==> src/sv/grid_line_max_subarray_sum_top_assert.svh <==
// Assertion macros shared by the grid line maximum segment sum modules.
`ifndef GRID_LINE_MAX_SUBARRAY_SUM_TOP_ASSERT_SVH
`define GRID_LINE_MAX_SUBARRAY_SUM_TOP_ASSERT_SVH

// The consequent must hold in the same cycle as the antecedent.
`define GLMSS_ASSERT_NOW(LABEL, CLK, RSTN, ANTE, CONS, MSG) \
  LABEL: assert property (@(posedge CLK) disable iff (!RSTN) (ANTE) |-> (CONS)) \
    else $error(MSG);

// The consequent must hold in the cycle after the antecedent.
`define GLMSS_ASSERT_NEXT(LABEL, CLK, RSTN, ANTE, CONS, MSG) \
  LABEL: assert property (@(posedge CLK) disable iff (!RSTN) (ANTE) |=> (CONS)) \
    else $error(MSG);

`endif

==> src/sv/glmss_pkg.sv <==
// Shared constants and types of the grid line maximum segment sum block.
package glmss_pkg;

  localparam int DEF_MAX_DIM    = 2048;
  localparam int DEF_VALUE_BITS = 20;
  localparam int SIZE_W         = 12;
  localparam int OUT_W          = 30;
  localparam int QUEUE_DEPTH    = 4;

  localparam logic [SIZE_W-1:0] GRID_SIZE_RST = SIZE_W'(2048);
  localparam logic [OUT_W-1:0]  OUT_MAX       = '1;

  typedef struct packed {
    logic first_row;
    logic first_col;
    logic last_col;
    logic last_item;
  } glmss_flags_t;

endpackage

==> src/sv/glmss_queue.sv <==
// Short request queue that decouples the front end from the summing back end.
module glmss_queue #(
  parameter int W     = 8,
  parameter int DEPTH = glmss_pkg::QUEUE_DEPTH
) (
  input  logic         clk,
  input  logic         rst_n,
  input  logic         push_valid,
  output logic         push_ready,
  input  logic [W-1:0] push_data,
  output logic         pop_valid,
  input  logic         pop_ready,
  output logic [W-1:0] pop_data
);

  localparam int PW = (DEPTH > 1) ? $clog2(DEPTH) : 1;
  localparam int KW = $clog2(DEPTH + 1);

  logic [W-1:0]  entry_r [DEPTH];
  logic [PW-1:0] wr_ptr_r, rd_ptr_r;
  logic [KW-1:0] count_r;
  logic          push;
  logic          pop;

  assign push_ready = count_r != KW'(DEPTH);
  assign pop_valid  = count_r != '0;
  assign pop_data   = entry_r[rd_ptr_r];
  assign push       = push_valid && push_ready;
  assign pop        = pop_valid && pop_ready;

  always_ff @(posedge clk) begin
    if (push) begin
      entry_r[wr_ptr_r] <= push_data;
    end
  end

  always_ff @(posedge clk) begin
    if (!rst_n) begin
      wr_ptr_r <= '0;
      rd_ptr_r <= '0;
      count_r  <= '0;
    end else begin
      if (push) begin
        wr_ptr_r <= (wr_ptr_r == PW'(DEPTH - 1)) ? '0 : PW'(wr_ptr_r + PW'(1));
      end
      if (pop) begin
        rd_ptr_r <= (rd_ptr_r == PW'(DEPTH - 1)) ? '0 : PW'(rd_ptr_r + PW'(1));
      end
      if (push && !pop) begin
        count_r <= KW'(count_r + KW'(1));
      end else if (pop && !push) begin
        count_r <= KW'(count_r - KW'(1));
      end
    end
  end

  `include "grid_line_max_subarray_sum_top_assert.svh"

  `GLMSS_ASSERT_NEXT(a_q_fill, clk, rst_n, push && !pop,
    count_r == KW'($past(count_r) + KW'(1)), "queue fill count did not advance on push")

endmodule

==> config.mk <==
export PLATFORM = sky130hd
export DESIGN_NAME = glmss_queue
export DESIGN_NICKNAME = d
export VERILOG_FILES = /design/src/sv/glmss_pkg.sv /design/src/sv/glmss_queue.sv
export VERILOG_INCLUDE_DIRS = /design/src /design/src/sv
export SDC_FILE = /design/constraint.sdc
export NUM_CORES = 1
export LEC_CHECK = 0
export BUFFER_PORTS_ARGS = -buffer_cell sky130_fd_sc_hd__buf_2
export CAP_MARGIN = 20
export CELL_PAD_IN_SITES_DETAIL_PLACEMENT = 1
export CELL_PAD_IN_SITES_GLOBAL_PLACEMENT = 2
export CORE_MARGIN = 3
export CORE_UTILIZATION = 37
export DETAILED_ROUTE_END_ITERATION = 6
export GPL_TIMING_DRIVEN = 0
export PLACE_DENSITY = 0.74
export SLEW_MARGIN = 20
export SYNTH_ARGS = -nofsm -noshare
export SYNTH_HDL_FRONTEND = slang
export SYNTH_SLANG_ARGS = --single-unit
==> constraint.sdc <==
create_clock -name clk -period 2 [get_ports clk]
set_input_delay 0.2 -clock clk [delete_from_list [all_inputs] [get_ports clk]]
set_output_delay 0.2 -clock clk [all_outputs]
set_load 0.05 [all_outputs]
==> results list, run 1 <==
- Cell at the root of the clock tree: sky130_fd_sc_hd__clkbuf_8
* Post-layout min period: between 1.5 and 2 ns
- TritonCTS clock tree: yes
- Of the available clock period, the critical path in the final layout requires 0.998.
- Inserted Clock Buffers: 5
- During placement, the flow inserted port buffers numbering 21.
- Each instance of the synthesized netlist takes up on average 17.6 sq um.
- In the routed design, unresolved DRC markers number 0.
* TritonCTS sink count: 41
- Kind of cell adding the most delay to the critical path: simple AND/OR/NAND/NOR gates
* Required time at the worst-slack endpoint: approximately 2.2 ns
- Setup WS post-layout: slightly above 0.004 ns
* Share of final-layout standard cells stronger than drive strength 1: 0.464
- Among all stages on the critical path, the largest delay is contributed by sky130_fd_sc_hd__dfxtp_4.
* Maximum number of pins on one net before global-route repair: 14
* Filler-free cell count of the finished design: 175
* Final number of max-transition violations: 0
- The number of hold violations in the final report is 0.
- Clock-pin slew was measured on the worst setup and hold paths at roughly 0.080 ns.
- Number of nets in the synthesized netlist: 112
- Slew of the pin with the lowest slew margin: 0.494 ns
* Overall via count from detail_route: 885
- First-pass detailed-route iteration total: 4
- The number of placed instances, taps included, is 164.
- Maximum capacitance violations: 0
- Power spread over the standard cell area amounts to 1450 nW/um^2.
* Class of the most critical hold timing path: input port to flop
* Max H-tree Level: 2
- Of the post-synthesis cell area, the dominant cell type holds 0.588.
- The wire-length estimate of the detail-placed layout is roughly 2200 um.
- Clk Latency, worst-skew pair: roughly 0.29 ns
- Max IR drop VDD: 0.000573 V
- The via count of the first global-routing pass came to 959.
- First DRT Iteration DRCs: 29
- The layout has 428 filler cells.
* Count of distinct cell types in the synthesized netlist: 26
- Post-Syn Instances: 93
- I/O pin count: 22
- The completed layout was analyzed and its total power is 2.89 mW.
- The critical path in this run is classified as flop to flop.
- Core Box Area: 4140 sq um
- Along the worst path, the maximum fanout reaches 5.
- Initial Utilization: 0.395
- Of the total power, combinational logic draws 0.377.
- Setup repair after global routing could not meet its margin everywhere.
* Setup Viol. Count Final: 0
* Cell area after layout: 1990 sq um
- YS warnings: 0
* Cell Area, Placed: 1840 sq um
- The first global-routing pass estimated 5000 um of wire.
- Clock share of power: 0.223
* Cells taking the most area after synthesis: sky130_fd_sc_hd__edfxtp_1 59%, sky130_fd_sc_hd__dfxtp_1 11%, sky130_fd_sc_hd__mux4_2 11%
* P&R area growth vs syn: 21.9%
- The clock passes through at most 2 buffers.
* Startpoint type of the worst setup path: flop
- The biggest area contributor in the post-synthesis netlist is sky130_fd_sc_hd__edfxtp_1.
- Max transition margin: 0.671
- Total die area: 5250 sq um
- Data on the critical path arrives at its endpoint at 2.21 ns.
- The cell area that synthesis handed to floorplanning was 1640 sq um.
- 0 antenna diodes ended up in the layout.
- Routability-driven placement finished with a final weighted congestion of between 0.6 and 0.7.
* All-Layer GR Usage: 0.134
* Avg Vias per Cell: 5.06
- The flow ran to the end, and the final reports show no timing, DRC or antenna violations.
- At the end of the flow, the number of nets in the layout was 143.
* Total global routing overflow: 0
* Register area share after synthesis: 0.698
- Highest achievable clock rate: between 500 and 600 MHz
* Final Util: 0.481
- Before CTS, the worst setup slack after placement is -0.130 ns.
- Critical path capture point type: flop
- The internal portion of the total power is 1.87 mW.
* Number of antenna violations at the first check in global routing: 0
- Crit path buf inv count: 1
- The floorplan has 23 rows.
- Number of nets with antenna violations after routing: 0
- Avg WL per Cell: 17.6 um
- Leak: 0.722 nW
* Switch Pwr: 1.02 mW
- Clock skew on the completed layout was measured at 0.0106 ns.
* Post-synthesis register bit count: between 40 and 50
* Cells along the critical path: or3b_4 -> and2_4 -> ha_4 -> inv_2 -> fa_2 -> xor2_2 -> or3_4 -> a21boi_2
- Max stage delay on crit path: 0.37 ns
* Height of the chip: 72.5 um
* Final routed wirelength across all metal layers: between 3000 and 4000 um
- Switching Fraction: 0.353
- Power share of the sequential group: 0.400
- Chip Width: ~72 um
[path summary, 6_finish.rpt]
path                                 endpoint  cells after the start  slack, ns         start
worst min-delay path            entry_r[3][0]                      1       0.13  push_data[0]
worst max-delay path               count_r[2]                      8      0.004    count_r[2]
worst min register to register    wr_ptr_r[1]                      2       0.51   wr_ptr_r[1]
worst max register to register     count_r[2]                      8      0.004    count_r[2]
[Yosys cell counts (all sizes together)]
cell type	instances
o21ai	4
nand2	5
nor2	2
a21boi	1
dfxtp	9
and2	2
and3	4
or3b	1
fa	1
nand3	2
buf	2
xor2	1
inv	3
ha	6
clkbuf	2
xnor2	1
edfxtp	32
mux2i	2
nor2b	1
mux4	8
nand4	1
or3	2
o31ai	1
[cells in the final DEF, fill, tap and decap left out, types with 3 or more instances in the layout]
master and instances:
sky130_fd_sc_hd__ha_1 5, sky130_fd_sc_hd__buf_4 4, sky130_fd_sc_hd__dfxtp_4 3, sky130_fd_sc_hd__mux4_2 8, sky130_fd_sc_hd__dfxtp_1 6, sky130_fd_sc_hd__clkbuf_8 5, sky130_fd_sc_hd__edfxtp_1 32, sky130_fd_sc_hd__and3_2 4
sky130_fd_sc_hd__buf_2 22, sky130_fd_sc_hd__o21ai_0 4, sky130_fd_sc_hd__nand2_1 5
[stage by stage]
step                hold WS (ns)  setup TNS [ns]
CTS                        0.114               0
finish                     0.128               0
detailed placement         0.420          -0.130
floorplan                  0.299         -0.0246
global route               0.108         -0.0842
global placement           0.411         -0.0583
[flip-flops by register name, summed over array words and instances, names as in the netlist, named ones only]
signal,flops
count_r,3
entry_r,32
rd_ptr_r,2
wr_ptr_r,2
[logic make-up (layout without fill, tap and decap cells)]
family	count (synthesis)	after routing	synth area share
muxes	10	10	0.122
DFF	41	41	0.698
buffers and inverters	7	39	0.0176
AOI/OAI and AO/OA	6	6	0.0214
and+or+nand+nor	20	20	0.0719
xor gates and xnor gates	2	2	0.0107
adders and majority gates	7	7	0.0581
[metal layers]
layer	share of wire	global-route usage	vias up	wire length [um]
li1	-	-	413	-
met1	0.41	0.152	445	1270
met2	0.53	0.237	22	1630
met3	0.044	0.0416	5	135
met4	0.013	0.0492	0	40
met5	0	0	-	0
[worst reg2reg max path, delay by kind of cell (launching register included)]
family / cells / cell delay (ns)
compound gates: 1 / 0.16
xor+xnor: 1 / 0.15
fa+ha+maj: 2 / 0.49
buf+inv: 1 / 0.04
flops: 1 / 0.37
simple gates: 3 / 0.71
[power groups by stage]
| stage | Combinational (mW) | Sequential, mW | Clock, mW |
|---|---|---|---|
| finish | 1.09 | 1.16 | 0.644 |
| global route | 1.18 | 1.17 | 0.697 |
| CTS | 1.09 | 1.16 | 0.663 |
| detailed placement | 1.04 | 1.16 | 0 |
| global placement | 1.01 | 1.15 | 0 |
| floorplan | 0.834 | 1.14 | 0 |
[what timing repair did]
action,in CTS,in global routing
resized for setup,5,1
hold buffers,0,0
pin swaps,2,3
endpoints found under the hold margin,0,0
setup buffers,4,0
setup endpoints to repair,2,1
[layout make-up]
class | instances | area [sq um] | share of cell area
Buffer | 3 | 12.5 | 0.00628
Clock buffer | 6 | 72.6 | 0.0364
Timing Repair Buffer | 25 | 135 | 0.0678
Inverter | 3 | 11.3 | 0.00565
Sequential cell | 41 | 1150 | 0.578
Clock inverter | 2 | 35.0 | 0.0176
Multi-Input combinational cell | 45 | 512 | 0.257
Tap cell | 50 | 62.6 | 0.0314
Note: power is estimated with default switching activity, not from simulation.
==> run 2, diff against run 1 <==
--- a/config.mk
+++ b/config.mk
@@ -8,7 +8,7 @@
 export LEC_CHECK = 0
 export BUFFER_PORTS_ARGS = -buffer_cell sky130_fd_sc_hd__buf_2
 export CAP_MARGIN = 20
-export CELL_PAD_IN_SITES_DETAIL_PLACEMENT = 1
+export CELL_PAD_IN_SITES_DETAIL_PLACEMENT = 2
 export CELL_PAD_IN_SITES_GLOBAL_PLACEMENT = 2
 export CORE_MARGIN = 3
 export CORE_UTILIZATION = 37
==> results list, run 2 (synthesized netlist as in run 1, its figures left out) <==
* Avg WL per Cell: 23.1 um (+31%)
- Final number of max-transition violations: 0 (unchanged)
- Busiest metal layer after global routing: met2
- The number of levels in the clock H-tree was 2 (unchanged).
- The largest registers in the layout are entry_r: 32 flops, count_r: 3 flops.
* Leak: 0.736 nW (+2.0%)
- P per Cell Area: 1510 nW/um^2 (+4.0%)
- The core outline area was 4140 sq um (unchanged).
* Setup WS post-layout: -0.0154 ns (-0.0195 ns)
- The antenna diode instance count was 0 (unchanged).
- The standard-cell row count was 23 (unchanged).
- Final routed wirelength across all metal layers: 4110 um (+33%)
- Height of the chip: 72.5 um (unchanged)
- Highest-count cells in the layout ignoring fill and taps: 32 x sky130_fd_sc_hd__edfxtp_1, 21 x sky130_fd_sc_hd__buf_2, 8 x sky130_fd_sc_hd__mux4_2
- The boundary pin count is 22 (unchanged).
- The maximum number of pins on one net before global-route repair is 14 (unchanged).
* Count of endpoints failing hold in the final timing report: 0 (unchanged)
- The overflow left after global routing was 0 (unchanged).
- Run status: finished, violations left
* P&R area growth vs syn: 23.3%
- The clock buffer count from CTS was 5 (unchanged).
- The depth of the worst register-to-register path came to 7 (-1).
- The fraction of final layout cells with drive strength greater than 1 was 0.477 (+0.0126).
- Class of the most critical hold timing path: input port to flop
- Met2 demand-to-capacity share in global routing: 0.333 (+0.0961)
* Clock tree buffer depth: 2 (unchanged)
- Max transition margin: 0.612 (-0.0586)
* Reg area: 1150 sq um (-0.22%)
- The endpoint identified for the worst register-to-register timing path is count_r[2].
- Post-route fraction of the period consumed by the critical path: 1.01 (+0.00977)
- The area of the die is 5250 sq um (unchanged).
- Chip Width: 72.5 um (unchanged)
- The measured slew at the worst slew-check pin was 0.582 ns (+0.0880 ns).
* Met1 usage in global routing: 0.182 (+0.0302)
* Port buffer count: 21 (unchanged)
* First DRT Iteration DRCs: 72 (+150%)
- The max capacitance violation total is 0 (unchanged).
- Counting flops per register, the top entry is entry_r.
- The clock insertion delay at the later pin of the skew report was 0.30 ns (about the same).
- Most common library cell in the layout ignoring fill and taps: sky130_fd_sc_hd__edfxtp_1
- The post-CTS clock slew at the launch and capture registers of the worst setup and hold paths was 0.09 ns (about the same).
- Avg Vias per Cell: 5.25 (+3.9%)
* Worst slack on hold paths: 0.109 ns (-0.0189 ns)
- Overall via count from detail_route: 935 (+5.6%)
* Arrival time worst endpoint: 2.25 ns (+0.04 ns)
- DRC violation count after routing: 0 (unchanged)
- The post-route clock skew is 0.0128 ns (+0.00222 ns).
- The initial core utilization was 0.395 (unchanged).
* Global-route wire length before repair: 6390 um (+28%)
- Placed wire-length estimate: 2540 um (+15%)
- The total power draw is 3.04 mW (+5.1%).
- Failing checks: negative setup slack
- Startpoint type of the worst setup path: flop
- Reg-to-reg slack, setup: -0.02 ns (-0.02 ns)
* All-Layer GR Usage: 0.177 (+0.0428)
* Setup repair after global routing missed its margin: yes
- Cell at the root of the clock tree: sky130_fd_sc_hd__clkbuf_8
* Worst Path Max Fanout: 5 (unchanged)
* Final Net Count: 146 (+2.1%)
- In this run the critical register-to-register path is launched from count_r[2].
- The detailed-routing iteration count for the pre-antenna-repair pass came to 4 (unchanged).
- Number of antenna violations at the first check in global routing: 0 (unchanged)
- Number of nets with antenna violations after routing: 0 (unchanged)
* Class of the most critical setup path: flop to flop
- Vias in the first global route: 1101 (+15%)
- Capturing element of the worst setup path: count_r[2]
- Critical path capture point type: flop
- The final critical path time including I/O delays and setup was 2.02 ns (+0.0195 ns).
- Met3 demand-to-capacity share in global routing: 0.0512 (+0.00970)
- CTS Hold Bufs: 0 (unchanged)
- Number of instances on the worst hold path: 1 (unchanged)
- The number of filler instances in the final layout came to 399 (-6.8%).
- The global placement routability congestion came to 0.662 (unchanged).
* Number of flip-flops under the largest register name: 32 (unchanged)
- The area of the multi-input gates was 512 sq um (unchanged).
- Setup Viol. Count Final: 1 (+1)
- TritonCTS sink count: 41 (unchanged)
* Timing startpoint of the critical path: count_r[2]
* Required time at the worst-slack endpoint: 2.23 ns (+0.02 ns)
- TritonCTS built the clock tree.
- The maximum clock rate came to 496 MHz (-0.97%).
* Max IR drop VDD: 0.000696 V (+22%)
run 2: worst min path at each step:
stage	start	end	slack (ns)
after floorplan	push_data[0]	entry_r[0][0]	0.30
after global placement	push_data[5]	entry_r[0][5]	0.41
after detailed placement	push_data[1]	entry_r[2][1]	0.43
after CTS	push_data[5]	entry_r[2][5]	0.09
after global routing	push_data[0]	entry_r[0][0]	0.10
final	push_data[5]	entry_r[2][5]	0.11
run 2: critical path, stage by stage (launching register included):
cell	delay, ns
sky130_fd_sc_hd__dfxtp_4	0.38
sky130_fd_sc_hd__o31ai_4	0.34
sky130_fd_sc_hd__ha_4	0.20
sky130_fd_sc_hd__inv_2	0.04
sky130_fd_sc_hd__fa_2	0.37
sky130_fd_sc_hd__xor2_2	0.17
sky130_fd_sc_hd__or3_4	0.33
sky130_fd_sc_hd__a21boi_2	0.12
run 2: power breakdown:
group          switching (mW)  internal [mW]  leakage (nW)
combinational           0.723          0.478         0.312
sequential              0.106           1.06         0.369
clock                   0.297          0.371        0.0552
total                    1.13           1.91         0.736
run 2: through the flow:
| stage | instances | utilization | area (sq um) | setup TNS, ns | setup WS (ns) |
|---|---|---|---|---|---|
| after detailed placement | 164 | 0.444 | 1840 | -0.243 | -0.167 |
| after CTS | 176 | 0.481 | 1990 | -0.0161 | -0.0161 |
| after floorplan | 93 | - | 1670 | -0.0246 | -0.0246 |
| after global placement | 164 | 0.444 | 1840 | -0.0583 | -0.0583 |
| after global routing | 178 | 0.486 | 2020 | -0.115 | -0.0770 |
| final | 178 | 0.486 | 2020 | -0.0154 | -0.0154 |
run 2: what timing repair did:
item,CTS,global route
setup buffers,5,2
gates cloned,0,0
endpoints found under the setup margin,2,5
gates resized for setup,4,3
pin swaps,4,2
run 2: area by class of cell:
class,instances,share of cell area
inverters,3,0.00559
flip-flops and latches,41,0.570
clock inverters,2,0.0174
repair buffers,28,0.0782
clock buffers,6,0.0360
well taps,50,0.0310
multi-input cells,45,0.254
plain buffers,3,0.00745
run 2: per-layer routing:
metal | share of wire | up-vias
li1 | - | 417
met1 | 0.37 | 485
met2 | 0.57 | 26
met3 | 0.039 | 7
met4 | 0.025 | 0
met5 | 0 | -
