==> src/sv/grid_line_max_subarray_sum_top_assert.svh <==
// Assertion macros shared by the grid line maximum segment sum modules.
`ifndef GRID_LINE_MAX_SUBARRAY_SUM_TOP_ASSERT_SVH
`define GRID_LINE_MAX_SUBARRAY_SUM_TOP_ASSERT_SVH

// The consequent must hold in the same cycle as the antecedent.
`define GLMSS_ASSERT_NOW(LABEL, CLK, RSTN, ANTE, CONS, MSG) \
  LABEL: assert property (@(posedge CLK) disable iff (!RSTN) (ANTE) |-> (CONS)) \
    else $error(MSG);

// The consequent must hold in the cycle after the antecedent.
`define GLMSS_ASSERT_NEXT(LABEL, CLK, RSTN, ANTE, CONS, MSG) \
  LABEL: assert property (@(posedge CLK) disable iff (!RSTN) (ANTE) |=> (CONS)) \
    else $error(MSG);

`endif

==> src/sv/glmss_pkg.sv <==
// Shared constants and types of the grid line maximum segment sum block.
package glmss_pkg;

  localparam int DEF_MAX_DIM    = 2048;
  localparam int DEF_VALUE_BITS = 20;
  localparam int SIZE_W         = 12;
  localparam int OUT_W          = 30;
  localparam int QUEUE_DEPTH    = 4;

  localparam logic [SIZE_W-1:0] GRID_SIZE_RST = SIZE_W'(2048);
  localparam logic [OUT_W-1:0]  OUT_MAX       = '1;

  typedef struct packed {
    logic first_row;
    logic first_col;
    logic last_col;
    logic last_item;
  } glmss_flags_t;

endpackage

==> src/sv/glmss_channels.sv <==
// Request channel interfaces for grid elements and grid results.
interface glmss_value_if #(
  parameter int W = glmss_pkg::DEF_VALUE_BITS
);
  logic                valid;
  logic                ready;
  logic signed [W-1:0] value;

  modport source (output valid, output value, input ready);
  modport sink (input valid, input value, output ready);
endinterface


==> src/sv/glmss_front.sv <==
// Front end: grid size register, raster position counters and element classification.
module glmss_front #(
  parameter int MAX_DIM    = glmss_pkg::DEF_MAX_DIM,
  parameter int VALUE_BITS = glmss_pkg::DEF_VALUE_BITS
) (
  input  logic                            clk,
  input  logic                            rst_n,
  input  logic                            cfg_we,
  input  logic [glmss_pkg::SIZE_W-1:0]    cfg_wdata,
  glmss_value_if.sink                     in_ch,
  output logic                            push_valid,
  input  logic                            push_ready,
  output logic signed [VALUE_BITS-1:0]    push_value,
  output logic [((MAX_DIM > 1) ? $clog2(MAX_DIM) : 1)-1:0] push_col,
  output glmss_pkg::glmss_flags_t         push_flags
);

  localparam int AW = (MAX_DIM > 1) ? $clog2(MAX_DIM) : 1;
  localparam int NW = $clog2(MAX_DIM + 1);
  localparam int CW = (NW > glmss_pkg::SIZE_W) ? NW : glmss_pkg::SIZE_W;

  logic [glmss_pkg::SIZE_W-1:0] grid_size_r;
  logic [AW-1:0]                col_r, col_nxt;
  logic [AW-1:0]                row_r, row_nxt;
  logic [CW-1:0]                size_ext;
  logic [NW-1:0]                n_eff;
  logic                         last_col;
  logic                         last_row;
  logic                         accept;

  assign size_ext = CW'(grid_size_r);

  always_comb begin
    if (size_ext == '0) begin
      n_eff = NW'(1);
    end else if (size_ext > CW'(MAX_DIM)) begin
      n_eff = NW'(MAX_DIM);
    end else begin
      n_eff = NW'(size_ext);
    end
  end

  assign last_col = (NW'(col_r) + NW'(1)) >= n_eff;
  assign last_row = (NW'(row_r) + NW'(1)) >= n_eff;

  assign in_ch.ready = push_ready;
  assign push_valid  = in_ch.valid;
  assign push_value  = in_ch.value;
  assign push_col    = col_r;
  assign accept      = in_ch.valid && push_ready;

  assign push_flags.first_row = (row_r == '0);
  assign push_flags.first_col = (col_r == '0);
  assign push_flags.last_col  = last_col;
  assign push_flags.last_item = last_col && last_row;

  always_comb begin
    col_nxt = col_r;
    row_nxt = row_r;
    if (accept) begin
      if (last_col) begin
        col_nxt = '0;
        row_nxt = last_row ? '0 : AW'(row_r + AW'(1));
      end else begin
        col_nxt = AW'(col_r + AW'(1));
      end
    end
  end

  always_ff @(posedge clk) begin
    if (!rst_n) begin
      grid_size_r <= glmss_pkg::GRID_SIZE_RST;
      col_r       <= '0;
      row_r       <= '0;
    end else begin
      if (cfg_we) begin
        grid_size_r <= cfg_wdata;
      end
      col_r <= col_nxt;
      row_r <= row_nxt;
    end
  end

  `include "grid_line_max_subarray_sum_top_assert.svh"

  `GLMSS_ASSERT_NEXT(a_grid_wrap, clk, rst_n, accept && push_flags.last_item,
    (col_r == '0) && (row_r == '0), "position counters did not wrap at grid end")

endmodule

==> src/flat_wrapper.sv <==
// flat-port wrapper written by rule: the top's interface ports become plain ports
module glmss_front_flat 
#(
  parameter int MAX_DIM    = glmss_pkg::DEF_MAX_DIM,
  parameter int VALUE_BITS = glmss_pkg::DEF_VALUE_BITS
)
  (clk, rst_n, cfg_we, cfg_wdata, push_valid, push_ready, push_value, push_col, push_flags, in_ch_valid, in_ch_value, in_ch_ready);
  glmss_value_if in_ch_i ();
  input  logic clk;
  input  logic rst_n;
  input  logic cfg_we;
  input  logic [glmss_pkg::SIZE_W-1:0] cfg_wdata;
  output logic push_valid;
  input  logic push_ready;
  output logic signed [VALUE_BITS-1:0] push_value;
  output logic [((MAX_DIM > 1) ? $clog2(MAX_DIM) : 1)-1:0] push_col;
  output glmss_pkg::glmss_flags_t push_flags;
  input wire logic [$bits(in_ch_i.valid)-1:0] in_ch_valid;
  input wire logic [$bits(in_ch_i.value)-1:0] in_ch_value;
  output wire logic [$bits(in_ch_i.ready)-1:0] in_ch_ready;
  assign in_ch_i.valid = in_ch_valid;
  assign in_ch_i.value = in_ch_value;
  assign in_ch_ready = in_ch_i.ready;
  glmss_front #(.MAX_DIM(MAX_DIM), .VALUE_BITS(VALUE_BITS)) u_core (.clk(clk), .rst_n(rst_n), .cfg_we(cfg_we), .cfg_wdata(cfg_wdata), .in_ch(in_ch_i), .push_valid(push_valid), .push_ready(push_ready), .push_value(push_value), .push_col(push_col), .push_flags(push_flags));
endmodule
==> config.mk <==
export PLATFORM = sky130hd
export DESIGN_NAME = glmss_front_flat
export DESIGN_NICKNAME = d
export VERILOG_FILES = /design/src/sv/glmss_pkg.sv /design/src/sv/glmss_channels.sv /design/src/sv/glmss_front.sv /design/src/flat_wrapper.sv
export VERILOG_INCLUDE_DIRS = /design/src /design/src/sv
export SDC_FILE = /design/constraint.sdc
export NUM_CORES = 1
export LEC_CHECK = 0
export BUFFER_PORTS_ARGS = -buffer_cell sky130_fd_sc_hd__buf_2
export CAP_MARGIN = 20
export CORE_ASPECT_RATIO = 0.75
export CORE_MARGIN = 2
export CORE_UTILIZATION = 50
export CTS_BUF_LIST = sky130_fd_sc_hd__clkbuf_8
export DETAILED_ROUTE_END_ITERATION = 10
export MAX_ROUTING_LAYER = met4
export PLACE_DENSITY_LB_ADDON = 0.15
export SETUP_SLACK_MARGIN = 0.4
export SKIP_LAST_GASP = 1
export SYNTH_ARGS = -nofsm -noshare
export SYNTH_HDL_FRONTEND = slang
export SYNTH_SLANG_ARGS = --single-unit
==> constraint.sdc <==
create_clock -name clk -period 3.65 [get_ports clk]
set_input_delay 0.365 -clock clk [delete_from_list [all_inputs] [get_ports clk]]
set_output_delay 0.365 -clock clk [all_outputs]
set_load 0.01 [all_outputs]
==> summary.txt, run 1 <==
Worst setup path
  – CP Cell Sequence: ha_4 > and3_4 > and3_2 > nand3_1 > xnor2_2 > ha_4 > a21o_1 > a21oi_2 > o21ai_4 > nor2_4 > nor2_1 > buf_2
  – Worst Path Required: 3.28 ns
  – CP most frequent cell: ha_4
  – Max FO, Critical Path: 6
  – Worst Setup End Kind: output pin
  – CP max-delay cell: dfxtp_2
  – CP peak stage delay: 0.38 ns
  – CP startpoint kind: flop
  – CP bufs+invs: 1
  – Top Family by Delay on Critical Path: simple AND/OR/NAND/NOR gates
  – Critical path class: reg2out
  – Crit path DAT: 2.82 ns

Layout
  – Commonest non-fill, non-tap cell in the layout: nand2_1
  – Area Overhead vs Synth: 13.7%
  – Reg area: 702 sq um
  – Number of inserted diodes: 0
  – Multi-input logic area: 1850 sq um
  – Finished Layout Cells: 414
  – Post-layout net count: 402
  – Layout cell share with drive strength beyond 1: 0.265
  – Most frequent cells in the layout: nand2_1 (35), buf_2 (33), nand3_1 (25), dfxtp_1 (25), nor2_1 (24)
  – Final instance area: 3040 sq um
  – Fill cells: 458

Synthesis
  – EDFF count, synth: 0
  – Asr flop ratio synth: 0
  – Mapped Nets: 391
  – Avg Cell Area, Syn: 8.16 sq um
  – Ys flop type: dfxtp_1
  – Top post-synthesis cells by area: dfxtp_1 (25%), ha_1 (12%), buf_4 (6.7%), nand2_1 (4.9%), nand3_1 (4.7%)
  – Yosys reg bits: 34
  – Yosys top cell by area: dfxtp_1
  – Syn Inst Count: 328
  – Syn. warnings: 0
  – Fraction of the yosys area taken by sequential cells: 0.254
  – Synth cell types: 55
  – Top cell type's share of synthesized area: 0.254
  – Mapped Area: 2680 sq um

STA
  – Final setup violation count: 0
  – Setup TNS: 0 ns
  – Fin. Hold Viols: 0
  – Max frequency: 314 MHz
  – Slew @ Worst Pin: 0.569 ns
  – Rel. slew slack: 0.618
  – Final Critical Period: 3.19 ns
  – Final worst setup slack: 0.460 ns
  – Max-slew violation count: 0
  – RSZ-0062 raised after global routing: no
  – Clk_skew: 0.0117 ns
  – Hold WS: 0.290 ns
  – Final cycle utilization of the critical path: 0.874

Clocking
  – CTS buffer count: 5
  – CTS tree: yes
  – Clock Sinks: 34
  – Cts-stage hold buffer count: 0
  – Worst-path clk slew: 0.07 ns
  – Root Buffer: clkbuf_8
  – Worst-Skew Late Latency: 0.30 ns
  – Htree depth: 2
  – CTS Buffer Depth: 2

Drt
  – ANT nets after route: 0
  – Wire per inst: 15.7 microns
  – First-pass detailed-route iteration total: 4
  – Detailed-route DRC error count: 0
  – Iteration-0 DRC Markers: 146
  – Via count: 2319
  – Final WL: 6.48 mm
  – Vias per std cell: 5.60

Floorplanning
  – FP Rows: 23
  – Io pins: 74
  – Area of the core: 5270 sq um
  – Die W: 88.5 microns
  – Initial core utilization: 0.508
  – Die Span Y: 67.4 microns
  – Die area: 5960 sq um

GRT
  – Grt ovf: 0
  – First-pass GRT wire length: 10.3 mm
  – All-Layer GR Usage: 0.234
  – Initial antenna violation count: 0
  – Vias in the first global route: 2060
  – Largest net degree at the start of global routing: 24

Job
  – Max-cap violation count: 0

Hold path
  – Hold Path Class: in2reg

Placement
  – HPWL after DPL: 4.70 mm
  – Place WS: 0.339 ns
  – Input/output buffers: 33
  – Total placed instance area: 2700 sq um
  – Dpl cells: 399
  – Gpl congestion: 0.877

Pwr
  – Pwr Density: 290 nW/um^2
  – VDD IR-drop max: 0.219 mV
  – Leak pwr: 1.34 nW

Run status
  – Status: finished, final reports clean
-- final cells by class --
type                       instances  share of cell area
multi-input combinational        245               0.608
sequential                        34               0.231
timing repair buffer              45              0.0838
tap                               75              0.0308
clock buffer                       6              0.0271
clock inverter                     1             0.00986
inverter                           8             0.00986
-- report_power, final --
group / internal [mW] / leakage (nW) / switching, mW
clock: 0.218 / 0.0573 / 0.143
sequential: 0.379 / 0.282 / 0.0110
combinational: 0.0550 / 1.00 / 0.0759
total: 0.652 / 1.34 / 0.230
-- kinds of logic (layout without fill, tap and decap cells) --
group / Yosys count / after routing / synth area share
AOI/OAI and AO/OA: 55 / 55 / 0.144
xor gates and xnor gates: 18 / 18 / 0.0617
adders and majority gates: 27 / 27 / 0.126
buffers and inverters: 49 / 60 / 0.112
DFF: 34 / 34 / 0.254
muxes: 11 / 11 / 0.0411
and+or+nand+nor: 134 / 134 / 0.262
-- tightest hold or removal path: stages --
cell,delay (ns)
buf_2,0.08
nand2_1,0.04
o211ai_1,0.06
-- cells in the mapped netlist (3+ instances only) --
| library cell | instances |
|---|---|
| o211ai_1 | 3 |
| nand4_1 | 3 |
| nor4_1 | 6 |
| buf_6 | 3 |
| a21oi_1 | 8 |
| clkbuf_1 | 10 |
| a21boi_0 | 6 |
| a31oi_1 | 6 |
| mux2i_1 | 11 |
| nand4b_1 | 3 |
| xnor2_1 | 8 |
| inv_1 | 7 |
| nand3b_1 | 7 |
| buf_4 | 24 |
| a21boi_1 | 3 |
| dfxtp_1 | 34 |
| a21o_1 | 5 |
| xor2_1 | 9 |
| o31ai_1 | 4 |
| nand2_1 | 35 |
| nor2_1 | 27 |
| and3_1 | 10 |
| ha_1 | 26 |
| nand3_1 | 25 |
| o21ai_0 | 9 |
-- flip-flops by register name, summed over array words and instances (netlist names) --
name,flops
u_core.grid_size_r,12
u_core.push_col,11
u_core.row_r,11
-- through the flow --
| stage | utilization | power (mW) |
|---|---|---|
| floorplan | - | 0.503 |
| global placement | 0.512 | 0.511 |
| detailed placement | 0.512 | 0.512 |
| CTS | 0.551 | 0.882 |
| global route | 0.578 | 0.920 |
| finish | 0.578 | 0.883 |
-- final timing paths --
check                                                        start                                  end  slack [ns]  cells past startpoint
worst max register to register     u_core.push_col[1]$_SDFFE_PN0P_         u_core.row_r[8]$_SDFFE_PN0P_        0.57                     14
worst max-delay path               u_core.push_col[1]$_SDFFE_PN0P_                        push_flags[0]        0.46                     12
worst min-delay path                                 cfg_wdata[11]  u_core.grid_size_r[11]$_SDFFE_PN1P_        0.29                      3
worst min register to register  u_core.grid_size_r[0]$_SDFFE_PN0P_   u_core.grid_size_r[0]$_SDFFE_PN0P_        0.51                      2
-- metal layers --
metal,routed length [microns],share of wire,track usage
met1,3280,0.51,0.347
met2,2620,0.40,0.294
met3,436,0.067,0.0550
met4,144,0.022,0.102
met5,0,0,-
-- timing repair --
item | 4_1_cts | 5_1_grt
buffers inserted | 3 | 5
resized for setup | 16 | 26
endpoints found under the setup margin | 5 | 9
pin swaps | 2 | 6
Note: power is estimated with default switching activity, not from simulation.
==> run 2, diff against run 1 <==
--- a/config.mk
+++ b/config.mk
@@ -6,6 +6,7 @@
 export SDC_FILE = /design/constraint.sdc
 export NUM_CORES = 1
 export LEC_CHECK = 0
+export ABC_AREA = 1
 export BUFFER_PORTS_ARGS = -buffer_cell sky130_fd_sc_hd__buf_2
 export CAP_MARGIN = 20
 export CORE_ASPECT_RATIO = 0.75
==> run 2 against run 1 <==
Against the previous run: area after synthesis fell by 0.94%; register-to-register slack gained 0.30 ns; sequential cell count is the same; routed wire length down 11%; worst setup slack improved by 0.086 ns; first-iteration DRC count shrank 12%; sequential power is 2% higher; largest power group is now clock.
==> summary.txt, run 2 <==
Synthesis
  – Post-synth top cells: nand2_1 (93), nor2_1 (71), inv_1 (60)
  – Simple-Gate Fraction of Synth Area: 0.342
  – Mapped Nets: 475
  – XOR/XNOR share of the synthesized area: 0.0297
  – Yosys top cell by area: dfxtp_1
  – Top cell type's share of synthesized area: 0.257
  – Fraction of the yosys area taken by sequential cells: 0.257
  – Syn. warnings: 0
  – Avg Cell Area, Syn: 6.44 sq um
  – Largest family of logic cells by synthesized area: simple AND/OR/NAND/NOR gates
  – Yosys reg bits: 34
  – Syn Inst Count: 412
  – Post-Synth Adder-Cell Area: 0.123
  – Asr flop ratio synth: 0
  – Synth cell types: 26
  – Top post-synthesis cells by area: dfxtp_1 (26%), nand2_1 (13%), ha_1 (12%), nor2_1 (10%), inv_1 (8.5%)
  – EDFF count, synth: 0
  – Compound-Gate Fraction of Synth Area: 0.0727
  – Ys flop type: dfxtp_1
  – Mux share of post-synthesis cell area: 0
  – Most numerous cell in the Yosys netlist: nand2_1
  – Mapped Area: 2650 sq um

Drt
  – Iteration-0 DRC Markers: 129
  – First-pass detailed-route iteration total: 4
  – Vias per std cell: 4.81
  – Final WL: 5.80 mm
  – Wire per inst: 11.7 microns
  – Via count: 2389
  – ANT nets after route: 0
  – Detailed-route DRC error count: 0

Layout
  – Reg area: 689 sq um
  – Fill cells: 518
  – Largest Register: u_core.grid_size_r
  – Commonest non-fill, non-tap cell in the layout: nand2_1
  – Number of inserted diodes: 0
  – Area Overhead vs Synth: 11.2%
  – Post-layout net count: 487
  – Largest register FFs: 12
  – Multi-input logic area: 1580 sq um
  – Final instance area: 2950 sq um
  – Layout cell share with drive strength beyond 1: 0.184
  – Most frequent cells in the layout: nand2_1 (91), nor2_1 (68), inv_1 (60)

STA
  – Final setup violation count: 0
  – Final cycle utilization of the critical path: 0.850
  – Final Critical Period: 3.10 ns
  – Max frequency: 322 MHz
  – Fin. Hold Viols: 0
  – Max-slew violation count: 0
  – Clk_skew: 0.00557 ns
  – Setup TNS: 0 ns
  – Slew @ Worst Pin: 0.430 ns
  – RSZ-0062 raised after global routing: no
  – Rel. slew slack: 0.714

Pwr
  – Clock share of power: 0.433
  – Combinational Power Share: 0.168
  – Int Pwr: 0.741 mW
  – Leak pwr: 1.56 nW
  – NetSw: 0.257 mW
  – Pwr Density: 339 nW/um^2
  – VDD IR-drop max: 0.220 mV
  – Reg power frac: 0.399
  – Sw Ratio: 0.258

Clocking
  – CTS buffer count: 5
  – Htree depth: 2
  – CTS tree: yes
  – Worst-Skew Late Latency: 0.28 ns
  – Worst-path clk slew: 0.07 ns
  – Root Buffer: clkbuf_8
  – CTS Buffer Depth: 2
  – Cts-stage hold buffer count: 0
  – Clock Sinks: 34

Floorplanning
  – Io pins: 74
  – Die W: 88.1 microns
  – Area of the core: 5010 sq um
  – Die Span Y: 67.1 microns
  – FP Rows: 22
  – Initial core utilization: 0.529
  – Die area: 5910 sq um

Worst setup path
  – RR Endpoint: u_core.row_r[10]$_SDFFE_PN0P_
  – Flop2flop setup slack: 0.87 ns
  – Crit path from: u_core.row_r[0]$_SDFFE_PN0P_
  – Reg2reg start: u_core.push_col[0]$_SDFFE_PN0P_
  – Worst Path Required: 3.28 ns
  – Crit path DAT: 2.74 ns
  – R2R depth: 19
  – Critical path class: reg2out
  – CP startpoint kind: flop
  – Worst Setup End Kind: output pin
  – Max FO, Critical Path: 12

GRT
  – Initial antenna violation count: 0
  – Vias in the first global route: 2080
  – All-Layer GR Usage: 0.209
  – Largest net degree at the start of global routing: 25
  – First-pass GRT wire length: 9.36 mm
  – Grt ovf: 0

Hold path
  – HP Start: cfg_wdata[11]
  – Hold Path Class: in2reg
  – WHS Endpoint: u_core.grid_size_r[11]$_SDFFE_PN1P_
  – Min-Delay Path Depth: 3

Placement
  – Gpl congestion: 0.882
  – Input/output buffers: 33
  – HPWL after DPL: 4.30 mm
  – Total placed instance area: 2680 sq um

Job
  – Max-cap violation count: 0

Run status
  – Status: finished, final reports clean
-- run 2: cell types whose count changed after synthesis, sizes merged, moves of 8 or more --
cell | previous run | this run
nand2 | 35 | 101
inv | 7 | 61
nor2 | 28 | 73
nand3 | 27 | 8
nand4 | 3 | 16
and3 | 12 | 0
mux2i | 11 | 0
a21boi | 9 | 0
o21ai | 10 | 18
xnor2 | 8 | 0
-- run 2: how the worst max path moves through the flow --
stage / to / slack [ns]
floorplan: push_flags[1] / 0.85
global placement: push_flags[0] / 0.73
detailed placement: push_flags[0] / 0.64
CTS: push_flags[0] / 0.42
global route: push_flags[0] / 0.32
finish: push_flags[0] / 0.55
-- run 2: through the flow --
stage	hold slack [ns]	utilization	cells	setup slack, ns	total power [mW]
6_report	0.294	0.589	497	0.546	0.999
2_1_floorplan	0.484	-	412	0.849	0.547
3_3_place_gp	0.477	0.536	484	0.729	0.562
5_1_grt	0.305	0.589	497	0.324	1.06
3_5_place_dp	0.478	0.536	484	0.637	0.564
4_1_cts	0.286	0.565	492	0.415	1.00
-- run 2: layout make-up --
class,instances,area share
Multi-Input combinational cell,282,0.536
Sequential cell,34,0.234
Inverter,61,0.0776
Timing Repair Buffer,40,0.0738
Tap cell,72,0.0305
Clock buffer,6,0.0280
Clock inverter,2,0.0204
-- run 2: timing repair --
action	4_1_cts	5_1_grt
pin swaps	0	9
resized for setup	1	21
buffers inserted	0	5
cloned	0	0
setup endpoints to repair	2	2
-- run 2: logic make-up after synthesis --
kind of cell / count (synthesis)
xor+xnor: 9
simple gates: 210
buf+inv: 96
fa+ha+maj: 26
flops: 34
compound gates: 37
-- run 2: power groups by stage --
stage | sequential (mW) | clock (mW) | combinational [mW]
finish | 0.399 | 0.432 | 0.168
global placement | 0.406 | 0 | 0.156
floorplan | 0.404 | 0 | 0.143
CTS | 0.398 | 0.444 | 0.160
global route | 0.401 | 0.464 | 0.191
detailed placement | 0.406 | 0 | 0.158
-- run 2: per-layer routing --
metal | vias to the layer above | GRT usage | wire length, microns
li1 | 1285 | - | -
met5 | - | - | 0
met3 | 7 | 0.0458 | 393
met4 | 0 | 0.0417 | 23
met1 | 1039 | 0.295 | 2920
met2 | 58 | 0.310 | 2460
-- run 2: worst max-delay path: stages, from the launching register on --
cell	delay, ns
dfxtp_2	0.36
ha_1	0.17
nand2_1	0.12
nor2_2	0.16
nand4_1	0.18
nor3_2	0.18
xor2_1	0.24
ha_1	0.26
inv_1	0.08
nor3_1	0.06
a211oi_1	0.16
nand2_1	0.08
buf_4	0.18
nand2_1	0.07
inv_1	0.03
buf_2	0.12
==> run 3, diff against run 2 <==
==> constraint.sdc (replaced) <==
create_clock -name clk -period 3.9 [get_ports clk]
set_input_delay 0.39 -clock clk [delete_from_list [all_inputs] [get_ports clk]]
set_output_delay 0.39 -clock clk [all_outputs]
set_load 0.01 [all_outputs]
==> run 3 against run 2 <==
Against the previous run: cell count is 1.2% lower; clock power is 42% lower; core utilization is 3.3 points lower; critical path type unchanged; largest power group is now registers.
==> summary.txt, run 3 (synthesis gave the netlist of run 2 again) <==
Floorplanning
  – Die W: 88.1 microns
  – FP Rows: 22
  – Die Span Y: 67.1 microns
  – Die area: 5910 sq um
  – Area of the core: 5010 sq um
  – Io pins: 74
  – Initial core utilization: 0.529

Worst setup path
  – Critical path class: reg2out
  – Worst Setup End Kind: output pin
  – Flop2flop setup slack: 1.13 ns
  – R2R depth: 18
  – CP startpoint kind: flop
  – Worst Path Required: 3.51 ns
  – Crit path DAT: 2.77 ns
  – Max FO, Critical Path: 12

Clocking
  – Htree depth: 2
  – CTS tree: yes
  – Cts-stage hold buffer count: 0
  – CTS buffer count: 5
  – Clock Sinks: 34
  – Root Buffer: clkbuf_8
  – Worst-path clk slew: 0.07 ns
  – Worst-Skew Late Latency: 0.29 ns
  – CTS Buffer Depth: 2

STA
  – Rel. slew slack: 0.709
  – Fin. Hold Viols: 0
  – Final Critical Period: 3.16 ns
  – Final setup violation count: 0
  – Max-slew violation count: 0
  – Final cycle utilization of the critical path: 0.810
  – Max frequency: 317 MHz
  – Slew @ Worst Pin: 0.437 ns
  – RSZ-0062 raised after global routing: no
  – Setup TNS: 0 ns
  – Clk_skew: 0.00793 ns

Pwr
  – VDD IR-drop max: 0.211 mV
  – Overall power: 0.770 mW
  – Leak pwr: 1.47 nW
  – Pwr Density: 277 nW/um^2

Layout
  – Final instance area: 2780 sq um
  – Most frequent cells in the layout: nand2_1 (92), nor2_1 (71), inv_1 (60)
  – Layout cell share with drive strength beyond 1: 0.141
  – Final core utilization: 0.555
  – Area Overhead vs Synth: 4.91%
  – Post-layout net count: 482
  – Number of inserted diodes: 0
  – Commonest non-fill, non-tap cell in the layout: nand2_1
  – Largest Register: u_core.grid_size_r
  – Largest register FFs: 12

Drt
  – ANT nets after route: 0
  – Detailed-route DRC error count: 0
  – First-pass detailed-route iteration total: 4
  – Vias per std cell: 4.78
  – Via count: 2347
  – Wire per inst: 11.5 microns
  – Final WL: 5.63 mm
  – Iteration-0 DRC Markers: 114

Placement
  – Input/output buffers: 33
  – Total placed instance area: 2680 sq um
  – Gpl congestion: 0.869
  – HPWL after DPL: 4.43 mm

GRT
  – Initial antenna violation count: 0
  – Grt ovf: 0
  – Grt met1 use: 0.305
  – First-pass GRT wire length: 9.46 mm
  – Largest net degree at the start of global routing: 25
  – GR Layer Usage met2: 0.296
  – Vias in the first global route: 2061
  – Most Crowded Layer GR: met1
  – M3 GR Usage: 0.0483
  – All-Layer GR Usage: 0.213

Hold path
  – Min-Delay Path Depth: 3
  – Hold Path Class: in2reg

Job
  – Max-cap violation count: 0

Run status
  – Status: finished, final reports clean
## run 3: cell count changes in the layout (fill, tap and decap cells not counted), sizes merged
cell	before	now
clkbuf	6	5
clkinv	0	2
buf	40	35
bufinv	2	0
## run 3: final cells by class
type	count	area (sq um)
clock buffer	5	68.8
clock inverter	2	10.0
fill	517	2230
inverter	61	229
multi-input combinational	282	1520
sequential	34	681
tap	72	90.1
timing repair buffer	35	180
## run 3: metal layers
metal | up-vias | share of wire
li1 | 1281 | -
met1 | 1014 | 0.54
met2 | 44 | 0.40
met3 | 8 | 0.054
met4 | 0 | 0.011
met5 | - | 0
## run 3: per-stage QoR
| stage | hold slack [ns] | instances | setup slack, ns |
|---|---|---|---|
| finish | 0.316 | 491 | 0.741 |
| global route | 0.308 | 491 | 0.412 |
| detailed placement | 0.475 | 483 | 0.845 |
| CTS | 0.304 | 490 | 0.520 |
| floorplan | 0.486 | 412 | 1.07 |
| global placement | 0.476 | 483 | 0.925 |
## run 3: path summary, 6_finish.rpt
kind,from,end
setup / recovery,u_core.row_r[0]$_SDFFE_PN0P_,push_flags[0]
hold / removal,cfg_wdata[11],u_core.grid_size_r[11]$_SDFFE_PN1P_
setup reg to reg,u_core.push_col[0]$_SDFFE_PN0P_,u_core.row_r[2]$_SDFFE_PN0P_
hold reg to reg,u_core.push_col[10]$_SDFFE_PN0P_,u_core.push_col[10]$_SDFFE_PN0P_
## run 3: critical path: stages, from the launching register on
cell	delay, ns
dfxtp_1	0.39
ha_1	0.18
nand2_1	0.10
nor2_1	0.15
nand4_1	0.15
nor3_1	0.22
xor2_1	0.21
ha_1	0.26
inv_1	0.07
nor3_1	0.05
a211oi_1	0.21
nand2_2	0.21
nand2_1	0.11
inv_1	0.03
buf_2	0.12
## run 3: power by group
group          switching, mW  internal (mW)  leakage [nW]
combinational         0.0928         0.0548          1.15
sequential            0.0126          0.361         0.278
clock                  0.129          0.120        0.0438
## run 3: repair_timing
item | in CTS | in global routing
buffers inserted | 0 | 1
hold endpoints to repair | 0 | 0
resized for setup | 0 | 4
setup endpoints to repair | 0 | 2
